$ cat src/rtl/core/infix_to_postfix_converter_unit_defines.svh
// Assertion macros used by the infix to postfix converter datapath.
`ifndef INFIX_TO_POSTFIX_CONVERTER_UNIT_DEFINES_SVH
`define INFIX_TO_POSTFIX_CONVERTER_UNIT_DEFINES_SVH

// A condition that holds at every clock edge outside reset.
`define ITP_ASSERT(label, expr, msg) \
    label: assert property (@(posedge clk) disable iff (!rst_n) (expr)) else $error(msg);

// A condition that must hold in the same cycle as its trigger.
`define ITP_ASSERT_IMP(label, ante, cons, msg) \
    label: assert property (@(posedge clk) disable iff (!rst_n) (ante) |-> (cons)) \
        else $error(msg);

// A condition that must hold in the cycle after its trigger.
`define ITP_ASSERT_NEXT(label, ante, cons, msg) \
    label: assert property (@(posedge clk) disable iff (!rst_n) (ante) |=> (cons)) \
        else $error(msg);

`endif

$ cat src/rtl/core/itp_pkg.sv
// Types, constants and helper functions shared by the infix to postfix converter.
package itp_pkg;

    localparam int STACK_DEPTH_DEF = 16;

    localparam logic [7:0] CH_PLUS   = 8'h2B;
    localparam logic [7:0] CH_MINUS  = 8'h2D;
    localparam logic [7:0] CH_STAR   = 8'h2A;
    localparam logic [7:0] CH_SLASH  = 8'h2F;
    localparam logic [7:0] CH_LPAREN = 8'h28;
    localparam logic [7:0] CH_RPAREN = 8'h29;
    localparam logic [7:0] CH_SPACE  = 8'h20;
    localparam logic [7:0] CH_ZERO   = 8'h30;
    localparam logic [7:0] CH_NINE   = 8'h39;
    localparam logic [7:0] CH_NUL    = 8'h00;

    typedef logic [2:0] code_t;

    localparam code_t CODE_LPAREN = 3'd0;
    localparam code_t CODE_PLUS   = 3'd1;
    localparam code_t CODE_MINUS  = 3'd2;
    localparam code_t CODE_STAR   = 3'd3;
    localparam code_t CODE_SLASH  = 3'd4;

    typedef enum logic [2:0] {
        CLS_DIGIT  = 3'd0,
        CLS_OP     = 3'd1,
        CLS_LPAREN = 3'd2,
        CLS_RPAREN = 3'd3,
        CLS_END    = 3'd4,
        CLS_OTHER  = 3'd5
    } char_class_t;

    typedef enum logic [2:0] {
        EMIT_NONE  = 3'd0,
        EMIT_INPUT = 3'd1,
        EMIT_SPACE = 3'd2,
        EMIT_TOP   = 3'd3,
        EMIT_NUL   = 3'd4
    } emit_sel_t;

    typedef struct packed {
        logic      take;
        logic      latch_flag;
        emit_sel_t emit;
        logic      finish;
        logic      dec;
        logic      push;
        logic      set_num;
        logic      clr_num;
        logic      clear_all;
    } itp_cmd_t;

    typedef struct packed {
        char_class_t cls;
        logic        pop_ok;
        logic        count_zero;
        logic        in_number;
        logic        out_free;
    } itp_status_t;

    function automatic code_t code_of_char(input logic [7:0] ch);
        code_t c;
        case (ch)
            CH_PLUS:  c = CODE_PLUS;
            CH_MINUS: c = CODE_MINUS;
            CH_STAR:  c = CODE_STAR;
            CH_SLASH: c = CODE_SLASH;
            default:  c = CODE_LPAREN;
        endcase
        return c;
    endfunction

    function automatic logic [7:0] char_of_code(input code_t c);
        logic [7:0] ch;
        case (c)
            CODE_LPAREN: ch = CH_LPAREN;
            CODE_PLUS:   ch = CH_PLUS;
            CODE_MINUS:  ch = CH_MINUS;
            CODE_STAR:   ch = CH_STAR;
            CODE_SLASH:  ch = CH_SLASH;
            default:     ch = CH_NUL;
        endcase
        return ch;
    endfunction

    function automatic logic [1:0] prec_of_code(input code_t c);
        logic [1:0] p;
        case (c) inside
            CODE_PLUS, CODE_MINUS: p = 2'd1;
            CODE_STAR, CODE_SLASH: p = 2'd2;
            default:               p = 2'd0;
        endcase
        return p;
    endfunction

endpackage

$ cat src/rtl/core/itp_datapath.sv
// Datapath of the infix to postfix converter: operator stack, pending slot and output register.
`include "infix_to_postfix_converter_unit_defines.svh"

module itp_datapath #(
    parameter int STACK_DEPTH = itp_pkg::STACK_DEPTH_DEF
) (
    input  logic               clk,
    input  logic               rst_n,
    input  itp_pkg::itp_cmd_t  cmd,
    output itp_pkg::itp_status_t status,
    input  logic [7:0]         in_char,
    input  logic               in_end,
    output logic               out_valid,
    input  logic               out_ready,
    output logic [7:0]         out_char,
    output logic               out_last,
    output logic               out_flag
);

    localparam int CNT_W = $clog2(STACK_DEPTH + 1);
    localparam int IDX_W = $clog2(STACK_DEPTH);

    logic [7:0]               char_reg;
    logic                     end_reg;
    logic [CNT_W-1:0]         count_reg, count_next;
    logic                     in_number_reg, in_number_next;
    logic                     ovf_reg, ovf_next;
    logic                     item_flag_reg, item_flag_next;
    logic                     pend_valid_reg, pend_valid_next;
    logic [7:0]               pend_char_reg, pend_char_next;
    logic                     out_valid_reg, out_valid_next;
    logic [7:0]               out_char_reg, out_char_next;
    logic                     out_last_reg, out_last_next;
    logic                     out_flag_reg, out_flag_next;
    itp_pkg::code_t           stack_mem [STACK_DEPTH];
    itp_pkg::code_t           rd_data_reg;

    logic [CNT_W-1:0]         count_m1;
    logic [IDX_W-1:0]         rd_addr;
    logic                     count_full;
    logic                     count_zero;
    itp_pkg::char_class_t     cls;
    itp_pkg::code_t           in_code;
    logic                     pop_ok;
    logic                     out_free;
    logic                     move;
    logic                     drop;
    logic [7:0]               emit_char;

    assign count_m1   = count_reg - CNT_W'(1);
    assign rd_addr    = count_m1[IDX_W-1:0];
    assign count_full = (count_reg == CNT_W'(STACK_DEPTH));
    assign count_zero = (count_reg == '0);
    assign in_code    = itp_pkg::code_of_char(char_reg);
    assign out_free   = !out_valid_reg || out_ready;

    always_comb
    begin
        if (end_reg)
            cls = itp_pkg::CLS_END;
        else if (char_reg >= itp_pkg::CH_ZERO && char_reg <= itp_pkg::CH_NINE)
            cls = itp_pkg::CLS_DIGIT;
        else if (char_reg == itp_pkg::CH_PLUS || char_reg == itp_pkg::CH_MINUS ||
                 char_reg == itp_pkg::CH_STAR || char_reg == itp_pkg::CH_SLASH)
            cls = itp_pkg::CLS_OP;
        else if (char_reg == itp_pkg::CH_LPAREN)
            cls = itp_pkg::CLS_LPAREN;
        else if (char_reg == itp_pkg::CH_RPAREN)
            cls = itp_pkg::CLS_RPAREN;
        else
            cls = itp_pkg::CLS_OTHER;
    end

    always_comb
    begin
        case (cls)
            itp_pkg::CLS_END:
                pop_ok = !count_zero;
            itp_pkg::CLS_OP:
                pop_ok = !count_zero && (itp_pkg::prec_of_code(rd_data_reg) >=
                                         itp_pkg::prec_of_code(in_code));
            itp_pkg::CLS_RPAREN:
                pop_ok = !count_zero && (rd_data_reg != itp_pkg::CODE_LPAREN);
            default:
                pop_ok = 1'b0;
        endcase
    end

    // An operator that pops nothing, or a '(', is dropped when the stack is full.
    assign drop = count_full && ((cls == itp_pkg::CLS_LPAREN) ||
                                 (cls == itp_pkg::CLS_OP && !pop_ok));

    always_comb
    begin
        case (cmd.emit)
            itp_pkg::EMIT_INPUT: emit_char = char_reg;
            itp_pkg::EMIT_SPACE: emit_char = itp_pkg::CH_SPACE;
            itp_pkg::EMIT_TOP:   emit_char = itp_pkg::char_of_code(rd_data_reg);
            default:             emit_char = itp_pkg::CH_NUL;
        endcase
    end

    assign move = pend_valid_reg && ((cmd.emit != itp_pkg::EMIT_NONE) || cmd.finish);

    always_comb
    begin
        count_next      = count_reg;
        in_number_next  = in_number_reg;
        ovf_next        = ovf_reg;
        item_flag_next  = item_flag_reg;
        pend_valid_next = pend_valid_reg;
        pend_char_next  = pend_char_reg;
        out_valid_next  = out_valid_reg && !out_ready;
        out_char_next   = out_char_reg;
        out_last_next   = out_last_reg;
        out_flag_next   = out_flag_reg;

        if (cmd.latch_flag)
        begin
            item_flag_next = ovf_reg || drop;
            ovf_next       = ovf_reg || drop;
        end
        if (move)
        begin
            out_valid_next = 1'b1;
            out_char_next  = pend_char_reg;
            out_last_next  = cmd.finish;
            out_flag_next  = item_flag_reg;
        end
        if (cmd.emit != itp_pkg::EMIT_NONE)
        begin
            pend_valid_next = 1'b1;
            pend_char_next  = emit_char;
        end
        if (cmd.finish)
            pend_valid_next = 1'b0;
        if (cmd.set_num)
            in_number_next = 1'b1;
        if (cmd.clr_num)
            in_number_next = 1'b0;
        if (cmd.dec)
            count_next = count_m1;
        if (cmd.push && !count_full)
            count_next = count_reg + CNT_W'(1);
        if (cmd.clear_all)
        begin
            count_next     = '0;
            in_number_next = 1'b0;
            ovf_next       = 1'b0;
        end
    end

    always_ff @(posedge clk or negedge rst_n)
    begin
        if (!rst_n)
        begin
            count_reg      <= '0;
            in_number_reg  <= 1'b0;
            ovf_reg        <= 1'b0;
            pend_valid_reg <= 1'b0;
            out_valid_reg  <= 1'b0;
        end
        else
        begin
            count_reg      <= count_next;
            in_number_reg  <= in_number_next;
            ovf_reg        <= ovf_next;
            pend_valid_reg <= pend_valid_next;
            out_valid_reg  <= out_valid_next;
        end
    end

    always_ff @(posedge clk)
    begin
        if (cmd.take)
        begin
            char_reg <= in_char;
            end_reg  <= in_end;
        end
        item_flag_reg <= item_flag_next;
        pend_char_reg <= pend_char_next;
        out_char_reg  <= out_char_next;
        out_last_reg  <= out_last_next;
        out_flag_reg  <= out_flag_next;
    end

    // Operator stack: at most one write and one registered read at the top each cycle.
    always_ff @(posedge clk)
    begin
        if (cmd.push && !count_full)
            stack_mem[count_reg[IDX_W-1:0]] <= in_code;
        rd_data_reg <= stack_mem[rd_addr];
    end

    assign status.cls        = cls;
    assign status.pop_ok     = pop_ok;
    assign status.count_zero = count_zero;
    assign status.in_number  = in_number_reg;
    assign status.out_free   = out_free;

    assign out_valid = out_valid_reg;
    assign out_char  = out_char_reg;
    assign out_last  = out_last_reg;
    assign out_flag  = out_flag_reg;

    `ITP_ASSERT(a_count_range, count_reg <= CNT_W'(STACK_DEPTH), "stack count beyond depth")
    `ITP_ASSERT_IMP(a_move_free, move, out_free, "request moved into a busy output register")
    `ITP_ASSERT_IMP(a_take_empty, cmd.take, !pend_valid_reg, "new item taken with a result pending")
    `ITP_ASSERT_NEXT(a_end_clears, cmd.finish && end_reg, count_reg == '0 && !ovf_reg,
        "end of expression did not clear the state")

endmodule

$ cat src/rtl/core/itp_ctrl.sv
// Controller state machine of the infix to postfix converter.
module itp_ctrl (
    input  logic                 clk,
    input  logic                 rst_n,
    input  logic                 in_valid,
    output logic                 in_ready,
    input  itp_pkg::itp_status_t status,
    output itp_pkg::itp_cmd_t    cmd
);

    typedef enum logic [10:0] {
        S_IDLE      = 11'b000_0000_0001,
        S_DECODE    = 11'b000_0000_0010,
        S_DIGIT     = 11'b000_0000_0100,
        S_SPACE     = 11'b000_0000_1000,
        S_CHECK     = 11'b000_0001_0000,
        S_POP_CHAR  = 11'b000_0010_0000,
        S_POP_SPACE = 11'b000_0100_0000,
        S_PUSH      = 11'b000_1000_0000,
        S_DISCARD   = 11'b001_0000_0000,
        S_TERM      = 11'b010_0000_0000,
        S_FINISH    = 11'b100_0000_0000
    } state_t;

    state_t state_reg, state_next;
    state_t after_close;

    // Where an item goes once any open digit run has been closed.
    always_comb
    begin
        case (status.cls) inside
            itp_pkg::CLS_END, itp_pkg::CLS_OP, itp_pkg::CLS_RPAREN: after_close = S_CHECK;
            itp_pkg::CLS_LPAREN: after_close = S_PUSH;
            default:             after_close = S_FINISH;
        endcase
    end

    always_comb
    begin
        state_next = state_reg;
        cmd        = '0;
        cmd.emit   = itp_pkg::EMIT_NONE;
        unique case (state_reg)
            S_IDLE:
            begin
                cmd.take = in_valid;
                if (in_valid)
                    state_next = S_DECODE;
            end
            S_DECODE:
            begin
                cmd.latch_flag = 1'b1;
                if (status.cls == itp_pkg::CLS_DIGIT)
                    state_next = S_DIGIT;
                else if (status.in_number)
                    state_next = S_SPACE;
                else
                    state_next = after_close;
            end
            S_DIGIT:
            begin
                if (status.out_free)
                begin
                    cmd.emit    = itp_pkg::EMIT_INPUT;
                    cmd.set_num = 1'b1;
                    state_next  = S_FINISH;
                end
            end
            S_SPACE:
            begin
                if (status.out_free)
                begin
                    cmd.emit    = itp_pkg::EMIT_SPACE;
                    cmd.clr_num = 1'b1;
                    state_next  = after_close;
                end
            end
            S_CHECK:
            begin
                if (status.pop_ok)
                    state_next = S_POP_CHAR;
                else
                begin
                    case (status.cls)
                        itp_pkg::CLS_END:    state_next = S_TERM;
                        itp_pkg::CLS_OP:     state_next = S_PUSH;
                        itp_pkg::CLS_RPAREN:
                            state_next = status.count_zero ? S_FINISH : S_DISCARD;
                        default:             state_next = S_FINISH;
                    endcase
                end
            end
            S_POP_CHAR:
            begin
                if (status.out_free)
                begin
                    cmd.emit   = itp_pkg::EMIT_TOP;
                    cmd.dec    = 1'b1;
                    state_next = S_POP_SPACE;
                end
            end
            S_POP_SPACE:
            begin
                if (status.out_free)
                begin
                    cmd.emit   = itp_pkg::EMIT_SPACE;
                    state_next = S_CHECK;
                end
            end
            S_PUSH:
            begin
                cmd.push   = 1'b1;
                state_next = S_FINISH;
            end
            S_DISCARD:
            begin
                cmd.dec    = 1'b1;
                state_next = S_FINISH;
            end
            S_TERM:
            begin
                if (status.out_free)
                begin
                    cmd.emit   = itp_pkg::EMIT_NUL;
                    state_next = S_FINISH;
                end
            end
            S_FINISH:
            begin
                if (status.out_free)
                begin
                    cmd.finish    = 1'b1;
                    cmd.clear_all = (status.cls == itp_pkg::CLS_END);
                    state_next    = S_IDLE;
                end
            end
            default:
                state_next = S_IDLE;
        endcase
    end

    always_ff @(posedge clk or negedge rst_n)
    begin
        if (!rst_n)
            state_reg <= S_IDLE;
        else
            state_reg <= state_next;
    end

    assign in_ready = (state_reg == S_IDLE);

endmodule

$ cat src/rtl/core/infix_to_postfix_converter_unit.sv
// Top level of the infix to postfix converter: stream ports, controller and datapath.
//
// This block turns an infix expression, one ASCII character per input request, into its
// postfix form, one character per output request, by the shunting-yard method. Digit runs
// are copied through and closed by a space; operators and '(' go onto a stack of
// STACK_DEPTH entries and leave it, each followed by a space, by precedence ('*' and '/'
// above '+' and '-'); ')' unwinds the stack to the matching '('. An input request with
// tlast high ends the expression: the stack is flushed, a NUL terminator is sent and all
// state is cleared. Output tlast marks the final output request caused by an input request,
// and output tuser carries the sticky overflow flag, set once an operator or '(' has been
// dropped because the stack was full. The block works on one input request at a time: it
// accepts and decodes a request, emits each direct character, pops each operator off the
// stack and sends it with a space, runs the precedence test that ends the popping,
// pushes, and closes out the request. Each pop emits the space before the next precedence
// test, so that the stack memory's registered read port can settle on the new top. A full
// output register holds the sequencer until the downstream side takes it. No clearing pass
// is needed after reset.
module infix_to_postfix_converter_unit #(
    parameter int STACK_DEPTH = itp_pkg::STACK_DEPTH_DEF
) (
    input  logic       clk,
    input  logic       rst_n,
    // Input requests.
    input  logic       s_axis_tvalid,
    output logic       s_axis_tready,
    input  logic [7:0] s_axis_tdata,   // [7:0] char_code
    input  logic       s_axis_tlast,   // end_of_expr
    // Output requests.
    output logic       m_axis_tvalid,
    input  logic       m_axis_tready,
    output logic [7:0] m_axis_tdata,   // [7:0] out_char
    output logic       m_axis_tlast,   // last
    output logic       m_axis_tuser    // [0] overflow
);

    itp_pkg::itp_cmd_t    cmd;
    itp_pkg::itp_status_t status;

    // The controller sequences each request through decode, pops, push and close-out.
    itp_ctrl u_ctrl (
        .clk      (clk),
        .rst_n    (rst_n),
        .in_valid (s_axis_tvalid),
        .in_ready (s_axis_tready),
        .status   (status),
        .cmd      (cmd)
    );

    // The datapath holds the stack, the digit-run and overflow flags, a one-deep pending
    // slot that lets the final output of a request be marked with tlast, and the output
    // register.
    itp_datapath #(
        .STACK_DEPTH (STACK_DEPTH)
    ) u_datapath (
        .clk       (clk),
        .rst_n     (rst_n),
        .cmd       (cmd),
        .status    (status),
        .in_char   (s_axis_tdata),
        .in_end    (s_axis_tlast),
        .out_valid (m_axis_tvalid),
        .out_ready (m_axis_tready),
        .out_char  (m_axis_tdata),
        .out_last  (m_axis_tlast),
        .out_flag  (m_axis_tuser)
    );

endmodule

$ cat config.mk
export PLATFORM = sky130hd
export DESIGN_NAME = infix_to_postfix_converter_unit
export DESIGN_NICKNAME = d
export VERILOG_FILES = /design/src/rtl/core/itp_pkg.sv /design/src/rtl/core/itp_datapath.sv /design/src/rtl/core/itp_ctrl.sv /design/src/rtl/core/infix_to_postfix_converter_unit.sv
export VERILOG_INCLUDE_DIRS = /design/src /design/src/rtl/core
export SDC_FILE = /design/constraint.sdc
export NUM_CORES = 1
export LEC_CHECK = 0
export BUFFER_PORTS_ARGS = -buffer_cell sky130_fd_sc_hd__buf_4
export CAP_MARGIN = 20
export CORE_MARGIN = 4
export CORE_UTILIZATION = 28
export DETAILED_ROUTE_END_ITERATION = 12
export PLACE_DENSITY = 0.54
export SLEW_MARGIN = 15
export SYNTH_ARGS = -nofsm -noshare
export SYNTH_HDL_FRONTEND = slang
export SYNTH_SLANG_ARGS = --single-unit
export TNS_END_PERCENT = 10
$ cat constraint.sdc
create_clock -name clk -period 2.5 [get_ports clk]
set_clock_uncertainty 0.05 [all_clocks]
set_input_delay 0.125 -clock clk [delete_from_list [all_inputs] [get_ports clk]]
set_output_delay 0.125 -clock clk [all_outputs]
set_load 0.03 [all_outputs]
### Word level (Yosys, flattened, before mapping)

Memories as Yosys holds them, arrays and structs flattened. A register that Yosys moved wholly into a read port is not among the register bits.
Index checks and enable logic that the tools add are counted.

| cells by class | value |
|---|---|
| add/subtract/negate cells | 2 |
| mux-type cells | 57 |
| $lt $le $gt $ge | 3 |
| equal/unequal tests | 39 |
| reductions and logical operators | 38 |

Operator list:

| operator | count |
|---|---|
| 11-bit two-way mux | 12 |
| 11-bit one-hot mux with 9 select lines | 1 |
| 8-bit by 6-bit equality test with 1-bit output, second input constant | 6 |
| 11-bit one-hot mux with 3 select lines | 1 |
| 6-bit one-hot mux with 5 select lines | 1 |
| 3-bit by 2-bit equality test with 1-bit output, second input constant | 8 |
| 3-bit one-hot mux with 4 select lines | 2 |
| 8-bit one-hot mux with 3 select lines | 1 |
| 1-bit two-way mux | 20 |
| 3-bit two-way mux | 6 |
| 2-bit two-way mux | 8 |
| 5-bit two-way mux | 3 |
| 2-bit OR reduction | 7 |
| 3-bit by 1-bit equality test with 1-bit output, second input constant | 4 |
| 3-bit nonzero test | 4 |
| 11-bit by 1-bit equality test with 1-bit output, second input constant | 1 |
| 11-bit by 10-bit equality test with 1-bit output, second input constant | 1 |
| 11-bit equality test, second input constant | 1 |
| 11-bit by 2-bit equality test with 1-bit output, second input constant | 1 |
| 11-bit by 3-bit equality test with 1-bit output, second input constant | 1 |
| 11-bit by 4-bit equality test with 1-bit output, second input constant | 1 |
| 11-bit by 5-bit equality test with 1-bit output, second input constant | 1 |
| 11-bit by 6-bit equality test with 1-bit output, second input constant | 1 |
| 11-bit by 7-bit equality test with 1-bit output, second input constant | 1 |
| 21 further kinds | 46 |

| storage, ports and cells | value |
|---|---|
| register bits after elaboration | 48 |
| output and inout port bits | 12 |
| bits in writable memories | 48 |
| memories kept | 1 |
| input port bits | 13 |

Memories:

| memory | words | bits a word | rd ports | clocked after Yosys merged registers in | wr ports | line | RTL |
|---|---|---|---|---|---|---|---|
| u_datapath.stack_mem | 16 | 3 | 1 | 1 | 1 | itp_datapath.sv:35 | `itp_pkg::code_t stack_mem [STACK_DEPTH];` |

### Depth between registers and ports, before layout

| logic depth | value |
|---|---|
| word-level depth | 19 |
| mapped depth | 11 |
| depth with buffers taken out | 11 |

### Modules after synthesis

A second synthesis with hierarchy kept.

| unflattened totals | value |
|---|---|
| cells, all modules | 377 |
| area, all modules | 4,839.6 sq um |

Modules (own cells, without submodules):

| module | seq. area each (sq um) | times used | area an instance (sq um) | cells an instance |
|---|---|---|---|---|
| itp_datapath | 2,567.5 | 1 | 3,935.0 | 264 |
| itp_ctrl | 276.5 | 1 | 904.6 | 113 |

### Worst setup path after synthesis

OpenSTA, ideal clock, no wires.

| path | value |
|---|---|
| path kind | register to register |
| from | register u_datapath.count_reg[0] |
| to | register u_datapath.rd_data_reg[0], read port of u_datapath.stack_mem |
| library setup time | 0.134 ns |
| cell stages (with the launch flop) | 9 |
| path buffers | 4 |
| data arrival time | 2.583 ns |
| period minus slack after synthesis | 2.767 ns |
| path slack | -0.267 ns |
| cell sequence | dfrtp_1 buf_2 buf_2 inv_1 ha_1 clkbuf_1 clkbuf_1 mux4_2 mux4_2 |

| between the ends | value |
|---|---|
| longest elaborated chain between the ends | 1 |

Ends and longest elaborated chain:

| item | line | RTL |
|---|---|---|
| from (decl) | itp_datapath.sv:25 | `logic [CNT_W-1:0] count_reg, count_next;` |
| from (signal assigned) | itp_datapath.sv:165 | `count_reg <= count_next;` |
| 5-bit by 1-bit subtractor with 5-bit output | itp_datapath.sv:50 | `assign count_m1 = count_reg - CNT_W'(1);` |
| to (decl) | itp_datapath.sv:36 | `itp_pkg::code_t rd_data_reg;` |

Every way passes these cells.
A chain may end at the register's enable or synchronous reset.

### Worst setup path after layout

| path | value |
|---|---|
| from | register u_datapath.char_reg[6] |
| to | register u_datapath.item_flag_reg (data pin) |

| between the ends | value |
|---|---|
| longest elaborated chain between the ends | 15 |
| elaborated cells on any way between the ends | 39 |
| classes of those cells | order compare (3); eq/ne (14); mux (10); reduce/logical (12) |

Ends and longest elaborated chain:

| item | line | RTL |
|---|---|---|
| from (decl) | itp_datapath.sv:23 | `logic [7:0] char_reg;` |
| from (signal assigned) | itp_datapath.sv:177 | `char_reg <= in_char;` |
| 8-bit by 6-bit equality test with 1-bit output (on tied branches) | itp_pkg.sv:64, itp_datapath.sv:64, itp_datapath.sv:63 |  |
| 3-bit one-hot mux with 4 select lines | itp_pkg.sv:64 | `case (ch)` |
| 3-bit equality test / 3-bit by 2-bit equality test with 1-bit output (equally long branches) | itp_datapath.sv:81 | `itp_pkg::prec_of_code(in_code));` |
| 2-bit OR reduction | itp_pkg.sv:89 | `case (c) inside` |
| 2-bit two-way mux (2 in a row) | itp_pkg.sv:89 |  |
| 2-bit two-way mux | itp_datapath.sv:76 | `case (cls)` |
| 2-bit greater-or-equal comparator | itp_datapath.sv:80 | `pop_ok = !count_zero && (itp_pkg::prec_of_code(rd_data_reg) >=` |
| 1-bit logical AND | itp_datapath.sv:80 |  |
| 1-bit one-hot mux with 3 select lines | itp_datapath.sv:76 |  |
| 1-bit logical NOT | itp_datapath.sv:91 | `(cls == itp_pkg::CLS_OP && !pop_ok));` |
| 1-bit logical AND | itp_datapath.sv:91 |  |
| 1-bit logical OR (*) | itp_datapath.sv:90 | `assign drop = count_full && ((cls == itp_pkg::CLS_LPAREN) \|\|` |
| 1-bit logical AND (*) | itp_datapath.sv:90 |  |
| 1-bit logical OR (*) | itp_datapath.sv:120 | `item_flag_next = ovf_reg \|\| drop;` |
| to (signal assigned) | itp_datapath.sv:180 | `item_flag_reg <= item_flag_next;` |
| to (decl) | itp_datapath.sv:28 | `logic item_flag_reg, item_flag_next;` |

Every way passes the cells marked *; elsewhere a longest branch is shown, timed or not. The select of a mux whose other input is x is not followed.

==> results.py <==
metrics = {
    "routing": {
        "drc": 0,
        "firstDrtPassIters": 4,
        "routed_wl_mm": 10.15,
        "avgRoutedWirePerCell_um": 16.14,
        "ant_nets": 0,
        "dr.first_iter.drc_count": 242,
        "vias": 3011,
        "via_per_inst": 4.787,
    },
    "worst_setup_path": {
        "cp-start-kind": "flip-flop",
        "max_stage_delay_ps": 430,
        "end_kind": "flip-flop",
        "r2r_start": "u_datapath.char_reg[6]$_DFFE_PP_",
        "path_buf_inv": 0,
        "r2r_cells": 9,
        "reg2reg_to": "u_datapath.item_flag_reg$_DFFE_PP_",
        "crit_required_ps": 2560,
        "path_cells": "nor3b_2 > and3b_2 > nand2_2 > a21o_1 > ha_4 > a211oi_2 > o41ai_2 > a31oi_1 > or2_4",
        "slowest_stage": "o41ai_2",
        "r2r_setup_slack_ps": -120,
        "critPathTopFamily": "compound AO/OA/AOI/OAI gates",
        "worst-setup-path-type": "reg2reg",
        "crit_arrival_ps": 2680,
        "crit_fanout": 3,
    },
    "floorplanning": {
        "coreArea_mm2": 0.01612,
        "chipHeight_um": 136.9,
        "die_area_mm2": 0.01875,
        "fp-row-count": 46,
        "pin_count": 25,
        "die_w_um": 136.9,
        "initial_core_util_pct": 28.89,
    },
    "yosys": {
        "synth_cells": 344,
        "ys_ff_latch": 99,
        "synth-async-reset-ratio_pct": 20.20,
        "synthFlopType": "edfxtp_1",
        "synth-seq-area-share_pct": 61.09,
        "synthesis.area_mm2": 0.004656,
        "synth_edf_count": 76,
        "synth_cell_type_count": 69,
        "syn_nets": 364,
        "yosysWarnings": 0,
        "syn_area_per_cell_um2": 13.53,
    },
    "sta": {
        "rsz0062_at_grt": "yes",
        "final_hold_viol_count": 0,
        "fmax_mhz": 381.6,
        "setup-tns-final_ps": -214.6,
        "relSlewSlack_pct": 64.06,
        "period_share_pct": 104.8,
        "slew_violations": 0,
        "setup_viol": 2,
        "tightest_slew_ps": 539.1,
        "final.setup.worst_slack_ps": -120.5,
        "period_minus_slack_ps": 2621,
    },
    "cells_and_area": {
        "n_antenna_cell": 0,
        "syn2layout_area_growth_pct": 23.62,
        "drive_gt1_share_pct": 28.81,
        "finalCoreUtilization_pct": 35.71,
        "final_nets": 428,
        "n_fill_cell": 1570,
        "largest_reg_flops": 48,
    },
    "placement": {
        "gp_congestion": 0.8178,
        "io_buffer_count": 24,
        "hpwl_mm": 7.280,
    },
    "pwr": {
        "power_density_mw_per_mm2": 857.8,
        "p_leak_nw": 2.073,
        "pwr-share-seq_pct": 42.1,
        "swShare_pct": 31.78,
        "combPwrFrac_pct": 27.8,
        "ir_worst_vdd_v": 0.0006237,
        "p_switching_w": 0.001569,
        "internal-power_w": 0.003368,
        "power_w": 0.004937,
        "clockPowerShare_pct": 30.1,
    },
    "global_routing": {
        "grt_pass1_wl_mm": 16.05,
        "grt_antenna_before_repair": 0,
        "grt_start_max_net_pins": 21,
        "overflow": 0,
        "grt_util_all_layers_pct": 11.33,
        "first_global_vias": 3003,
    },
    "clocking": {
        "worstSkewPairLatency_ps": 350,
        "cts_tree": "done",
        "cts_sinks": 99,
        "cts_made_buffers": 9,
        "cts_buffer_depth": 2,
        "cts_root_buf": "clkbuf_16",
        "clk_pin_slew_ps": 80,
        "cts_max_level": 3,
    },
    "flow_run": {
        "max_cap_violations": 0,
    },
    "worst_hold_path": {
        "hp-class": "in2async",
    },
    "outcome": {
        "violations": "setup timing",
        "outcome": "finished, violations left",
    },
}
cell usage in the layout (no fill, tap or decap), types with 3 or more instances in the layout:
cell type | synthesis | routed
dlygate4sd3_1 | 0 | 11
dfrtp_1 | 19 | 19
ha_1 | 7 | 6
nand2_1 | 29 | 27
and3_1 | 5 | 5
mux4_2 | 15 | 15
o21ai_0 | 12 | 12
nor2_1 | 42 | 42
and2_1 | 4 | 4
inv_1 | 9 | 9
edfxtp_1 | 76 | 76
buf_4 | 1 | 58
clkbuf_16 | 0 | 9
a31oi_1 | 3 | 3
dfxtp_1 | 3 | 3
nand4_1 | 5 | 5
nor3_1 | 9 | 9
nand2b_1 | 7 | 6
xnor2_1 | 7 | 7
xor2_1 | 5 | 5
a21oi_1 | 10 | 9
area by class of cell:
class,instances,area (µm²),share of cell area (%)
Tap cell,216,270.3,4.696
Inverter,9,33.78,0.5870
Multi-Input combinational cell,220,1734,30.13
Timing Repair Buffer,69,545.5,9.478
Clock inverter,7,102.6,1.783
Sequential cell,99,2844,49.41
Clock buffer,9,225.2,3.913
worst max-delay path by stage:
stage / start / end / slack (ps) / depth (start not counted)
after global routing: u_datapath.char_reg[6]$_DFFE_PP_ / u_ctrl.state_reg[7]$_DFFE_PN0P_ / -240 / 12
after detailed placement: u_datapath.char_reg[7]$_DFFE_PP_ / u_datapath.item_flag_reg$_DFFE_PP_ / -10 / 9
final: u_datapath.char_reg[6]$_DFFE_PP_ / u_datapath.item_flag_reg$_DFFE_PP_ / -120 / 9
after global placement: u_datapath.char_reg[7]$_DFFE_PP_ / u_ctrl.state_reg[7]$_DFFE_PN0P_ / 30 / 11
after CTS: u_datapath.char_reg[7]$_DFFE_PP_ / u_datapath.item_flag_reg$_DFFE_PP_ / -30 / 9
after floorplan: u_datapath.count_reg[0]$_DFFE_PN0P_ / u_datapath.rd_data_reg[0]$_DFF_P_ / 50 / 8
through the flow:
| stage | worst slack (ps) | hold slack, ps | area [µm²] | cells |
|---|---|---|---|---|
| floorplan | 48.67 | -220.6 | 4661 | 344 |
| detailed placement | -14.14 | -17.33 | 5260 | 600 |
| finish | -120.5 | 144.0 | 5756 | 629 |
| global route | -238.2 | 165.7 | 5756 | 629 |
| CTS | -26.08 | 146.1 | 5703 | 627 |
| global placement | 30.26 | -18.00 | 5260 | 600 |
power by group through the flow:
stage,combinational (W),clock (W),sequential [W]
after detailed placement,0.00130,0,0.00211
after CTS,0.00133,0.00153,0.00207
final,0.00137,0.00148,0.00208
after global routing,0.00149,0.00161,0.00210
after floorplan,0.00101,0,0.00202
after global placement,0.00130,0,0.00211
synthesized netlist by cell type (5+ instances only):
library cell / number / area (µm²)
mux4_2: 15 / 337.8
nand4_1: 5 / 31.28
xnor2_1: 7 / 61.31
edfxtp_1: 76 / 2282
inv_1: 9 / 33.78
nand2_1: 29 / 108.9
nor3_1: 9 / 45.04
dfrtp_1: 19 / 475.5
nand2b_1: 7 / 43.79
o21ai_0: 12 / 60.06
and3_1: 5 / 31.28
buf_2: 5 / 25.02
a21oi_1: 10 / 50.05
clkbuf_1: 7 / 26.28
nor2_1: 42 / 157.7
xor2_1: 5 / 43.79
ha_1: 7 / 87.58
per-layer routing:
| metal | up-vias | routed length [µm] | track usage [%] |
|---|---|---|---|
| met5 | - | 0 | 0 |
| met4 | 0 | 174 | 3.603 |
| met3 | 13 | 399 | 3.272 |
| met2 | 69 | 4957 | 18.42 |
| met1 | 1502 | 4622 | 14.60 |
| li1 | 1427 | - | - |
worst reg2reg max path, stage by stage (launching register included):
cell and delay (ps):
edfxtp_1 400, nor3b_2 210, and3b_2 260, nand2_2 70
a21o_1 190, ha_4 270, a211oi_2 60, o41ai_2 430
a31oi_1 190, or2_4 250
cell families (layout without fill, tap and decap cells):
| logic type | after synthesis | after routing | synth area share (%) |
|---|---|---|---|
| AND/OR/NAND/NOR | 134 | 134 | 16.37 |
| XOR/XNOR | 12 | 12 | 2.257 |
| AO/OA/AOI/OAI | 52 | 52 | 8.573 |
| buffers and inverters | 25 | 94 | 2.580 |
| adder cells (fa/ha/maj) | 7 | 7 | 1.881 |
| multiplexers | 15 | 15 | 7.256 |
| flip-flops | 99 | 99 | 61.09 |
repair_timing:
| action | in CTS | in global routing |
|---|---|---|
| setup buffers | 0 | 2 |
| pin swaps | 0 | 7 |
| hold buffers | 11 | 0 |
| endpoints found under the setup margin | 2 | 3 |
| endpoints found under the hold margin | 30 | 0 |
| gates resized for setup | 1 | 8 |
No activity file was read; power rests on OpenSTA's default activity.
